===== config.mk =====
export PLATFORM = sky130hd
export DESIGN_NAME = hsil_ctrl
export DESIGN_NICKNAME = d
export VERILOG_FILES = /design/src/rtl/hsil_pkg.sv /design/src/rtl/hsil_ctrl.sv
export SDC_FILE = /design/constraint.sdc
export NUM_CORES = 1
export LEC_CHECK = 0
export ABC_AREA = 1
export BUFFER_PORTS_ARGS = -buffer_cell sky130_fd_sc_hd__buf_2
export CORE_AREA = 2 2 39 41
export CTS_BUF_LIST = sky130_fd_sc_hd__clkbuf_16
export DETAILED_ROUTE_END_ITERATION = 8
export DIE_AREA = 0 0 41 43
export GPL_TIMING_DRIVEN = 0
export RECOVER_POWER = 50
export SLEW_MARGIN = 25
export SYNTH_ARGS = -nofsm -noshare
export SYNTH_HDL_FRONTEND = slang
export SYNTH_SLANG_ARGS = --single-unit

===== constraint.sdc =====
create_clock -name clk_i -period 1.4 [get_ports clk_i]
set_input_delay 0.28 -clock clk_i [delete_from_list [all_inputs] [get_ports clk_i]]
set_output_delay 0.28 -clock clk_i [all_outputs]
set_load 0.005 [all_outputs]

===== src/rtl/hsil_pkg.sv =====
// ----------------------------------------------------------------------------
// hsil_pkg
// Shared types and constants of the hash set: opcodes, key width and the
// command and status groups between the controller and the datapath.
// ----------------------------------------------------------------------------
package hsil_pkg;

  localparam int KeyW = 32;

  typedef enum logic [1:0] {
    OP_INSERT = 2'd0,
    OP_QUERY  = 2'd1,
    OP_DELETE = 2'd2
  } op_e;

  typedef struct packed {
    logic clr;
    logic load;
    logic rd_en;
    logic rd_from_in;
    logic div_step;
    logic update;
  } cmd_t;

  typedef struct packed {
    logic clr_last;
    logic div_last;
  } sts_t;

endpackage


===== src/rtl/hsil_ctrl.sv =====
// ----------------------------------------------------------------------------
// hsil_ctrl
// Controller of the hash set: clear sweep after reset, request sequencing
// through remainder, bucket read and write-back, and the result handshake.
// ----------------------------------------------------------------------------
module hsil_ctrl #(
  parameter bit Pow2 = 1'b1
) (
  input  logic           clk_i,
  input  logic           rst_ni,
  input  logic           in_valid_i,
  output logic           in_ready_o,
  output logic           out_valid_o,
  input  logic           out_ready_i,
  input  hsil_pkg::sts_t sts_i,
  output hsil_pkg::cmd_t cmd_o
);
  import hsil_pkg::*;

  typedef enum logic [4:0] {
    S_CLEAR  = 5'b00001,
    S_IDLE   = 5'b00010,
    S_DIV    = 5'b00100,
    S_READ   = 5'b01000,
    S_UPDATE = 5'b10000
  } state_e;

  state_e state_q, state_d;
  logic   out_valid_q, out_valid_d;

  always_comb begin
    state_d    = state_q;
    cmd_o      = '0;
    in_ready_o = 1'b0;
    unique case (state_q)
      S_CLEAR: begin
        cmd_o.clr = 1'b1;
        if (sts_i.clr_last) begin
          state_d = S_IDLE;
        end
      end
      S_IDLE: begin
        in_ready_o = 1'b1;
        if (in_valid_i) begin
          cmd_o.load = 1'b1;
          if (Pow2) begin
            cmd_o.rd_en      = 1'b1;
            cmd_o.rd_from_in = 1'b1;
            state_d          = S_UPDATE;
          end else begin
            state_d = S_DIV;
          end
        end
      end
      S_DIV: begin
        cmd_o.div_step = 1'b1;
        if (sts_i.div_last) begin
          state_d = S_READ;
        end
      end
      S_READ: begin
        cmd_o.rd_en = 1'b1;
        state_d     = S_UPDATE;
      end
      S_UPDATE: begin
        if (!out_valid_q || out_ready_i) begin
          cmd_o.update = 1'b1;
          state_d      = S_IDLE;
        end
      end
      default: begin
        state_d = S_CLEAR;
      end
    endcase
  end

  always_comb begin
    out_valid_d = out_valid_q;
    if (cmd_o.update) begin
      out_valid_d = 1'b1;
    end else if (out_ready_i) begin
      out_valid_d = 1'b0;
    end
  end

  always_ff @(posedge clk_i or negedge rst_ni) begin
    if (!rst_ni) begin
      state_q     <= S_CLEAR;
      out_valid_q <= 1'b0;
    end else begin
      state_q     <= state_d;
      out_valid_q <= out_valid_d;
    end
  end

  assign out_valid_o = out_valid_q;

endmodule


==> impl_metrics.toml <==
[status]
outcome = "finished with violations"
violations = "negative setup slack"

[global_route]
overflow = 0
gr-usage-met3_pct = 4.71
grt_antenna_before_repair = 0
grt_max_degree = 5
grt_use_met1_pct = 9.39
grt.busiest_layer = "met2"
grt_pass1_wl_um = 1100
gr-usage-all-layers_pct = 10.5
grtUsageMet2_pct = 15.0
first_global_vias = 263

[clocking]
h-tree-depth = 1
clockBufferDepth = 2
cts.clk_slew.worst_paths_ns = 0.03
cts_root_buffer = "clkbuf_16"
cts_made_buffers = 3
clock_sinks = 4
cts_tree = "built"
clkLatencyLatePin_ns = 0.23

[synthesis]
synth_edf_count = 0
yosysSeqAreaShare_pct = 40.3
syn_area_um2 = 251
avgSynthCellArea_um2 = 7.40
synthSimpleGateAreaFrac_pct = 28.4
yosys_warnings = 0
synthAdderAreaFrac_pct = 0
synth_top_family_by_area = "simple AND/OR/NAND/NOR gates"
yosys_most_used_dff = "dfrtp_1"
synth_nets = 40
synth-compound-area-share_pct = 5.97
synth-seq-cells = 4
netlist-cell-type-count = 15
synthCells = 34
muxShareOfSynthArea_pct = 0
async_reset_ff_share_pct = 100
synthXorXnorAreaFrac_pct = 0

[pwr]
power.clock.fraction_pct = 42.2
p_int_mw = 0.760
swShare_pct = 29.7
p_leak_nw = 0.282
ir_drop_v = 0.000600
finalPower_mw = 1.08
comb_power_share_pct = 38.8
p_per_area_mw_per_mm2 = 2110
p_switching_mw = 0.322
seq_power_share_pct = 19.0

[floorplanning]
die_h_um = 43
std_cell_rows = 14
fp.dieW_um = 41
start_util_pct = 18.2
boundaryPins = 14
coreArea_mm2 = 0.00138
dieArea_mm2 = 0.00176

[route]
wl_um = 654
firstDrtPassIters = 4
drtIter0Drc = 2
via_count = 280
antenna_left = 0
post-route-drc-count = 0
vias_per_cell = 3.89
wl_per_cell_um = 9.08

[critical_path]
worstPathCellList = "inv_2 > nand3_4 > nor2_4 > buf_6 > buf_6"
critical_path_required_ns = 1.12
cp-end-kind = "output pin"
critical_path_class = "flip-flop to output pin"
worst-path-buf-inv = 3
crit_arrival_ns = 1.15
start_kind = "flip-flop"
cp_slowest_cell = "dfstp_2"
cpMostUsedCell = "buf_6"
cp_top_family = "flip-flops"
critical-path-max-stage-delay_ns = 0.54
critPathMaxFanout = 4

[cells_and_area]
finalNonFillerCells = 72
nets = 63
drive_gt1_share_pct = 58.9
syn_to_final_growth_pct = 103
final_cell_mix = "buf_4, buf_2, inv_1, buf_6, nor2_1"
num-fill-cells = 146
final_cell_area_um2 = 512
diodes = 0

[sta]
period_share_pct = 102
fmax_mhz = 697
rsz0062_at_grt = "true"
period_minus_slack_ns = 1.43
setup_viol = 4
drv_slew = 0
hold_violations = 0
hold_slack_ns = 0.268
setup_slack_ns = -0.0340
finalClockSkew_ns = 0.00147

[place]
dpl-instance-area_um2 = 327
io_buffers = 11
dp.cells = 61
dpl.hpwl_um = 442
place_congestion = 0.717

[worst_hold_path]
hold_class = "input pin to flip-flop"

[job]
cap_viol_max_count = 0
-- stage by stage --
stage | TNS [ns] | utilization, % | setup slack, ns
3_3_place_gp | 0 | 23.6 | 0.132
5_1_grt | -0.347 | 37.0 | -0.0792
2_1_floorplan | 0 | - | 0.246
4_1_cts | -0.164 | 35.3 | -0.0353
3_5_place_dp | 0 | 23.6 | 0.112
6_report | -0.109 | 37.0 | -0.0340
-- cell families after synthesis --
logic type             after synthesis
buffers and inverters               12
DFF                                  4
other                                1
and+or+nand+nor                     14
AOI/OAI and AO/OA                    3
-- synthesized netlist by cell type, types with 2 or more instances --
cell | n | area [um^2]
nor2_1 | 6 | 22.5
inv_1 | 6 | 22.5
dfrtp_1 | 3 | 75.1
inv_2 | 2 | 7.51
o21ai_1 | 2 | 10.0
nand2_2 | 2 | 12.5
nand3_1 | 2 | 10.0
buf_4 | 4 | 30.0
-- power by group through the flow --
stage	Sequential (mW)	Combinational, mW	Clock [mW]
floorplan	0.200	0.172	0
global placement	0.203	0.242	0
detailed placement	0.205	0.254	0
CTS	0.206	0.370	0.463
global route	0.208	0.469	0.473
finish	0.205	0.419	0.457
-- registers in the layout, summed over array words and instances, names as in the netlist --
signal       flops
state_q          3
out_valid_o      1
-- final cells by class --
type                       count  area (um^2)  area share, %
multi-input combinational     18          110           21.5
buffer                         4         37.5           7.33
clock buffer                   3         75.1           14.7
timing repair buffer          18          131           25.7
tap                           16         20.0           3.91
inverter                       8         32.5           6.36
sequential                     4          101           19.8
clock inverter                 1         3.75          0.733
-- what timing repair did --
action	CTS	global route
resized for setup	8	4
endpoints found under the setup margin	4	6
setup buffers	5	1
pin swaps	2	2
hold buffers	1	0
hold endpoints to repair	3	0
-- metal layers --
metal / wire (um) / up-vias / part of all wire (%)
met1: 235 / 126 / 36
li1: - / 141 / -
met5: 0 / - / 0
met4: 33 / 0 / 5.0
met3: 39 / 4 / 6.0
met2: 346 / 9 / 53
-- worst paths after layout --
kind                              from  slack [ns]           to  cells after the start
max                         state_q[0]       -0.03     cmd_o[4]                      5
min                        out_ready_i        0.27  out_valid_o                      2
max reg2reg                 state_q[4]        0.21   state_q[1]                      7
min reg2reg                out_valid_o        0.55  out_valid_o                      2
max in group asynchronous       rst_ni        0.74   state_q[0]                      2
min in group asynchronous       rst_ni        0.41  out_valid_o                      2
No activity file was read; power rests on OpenSTA's default activity.
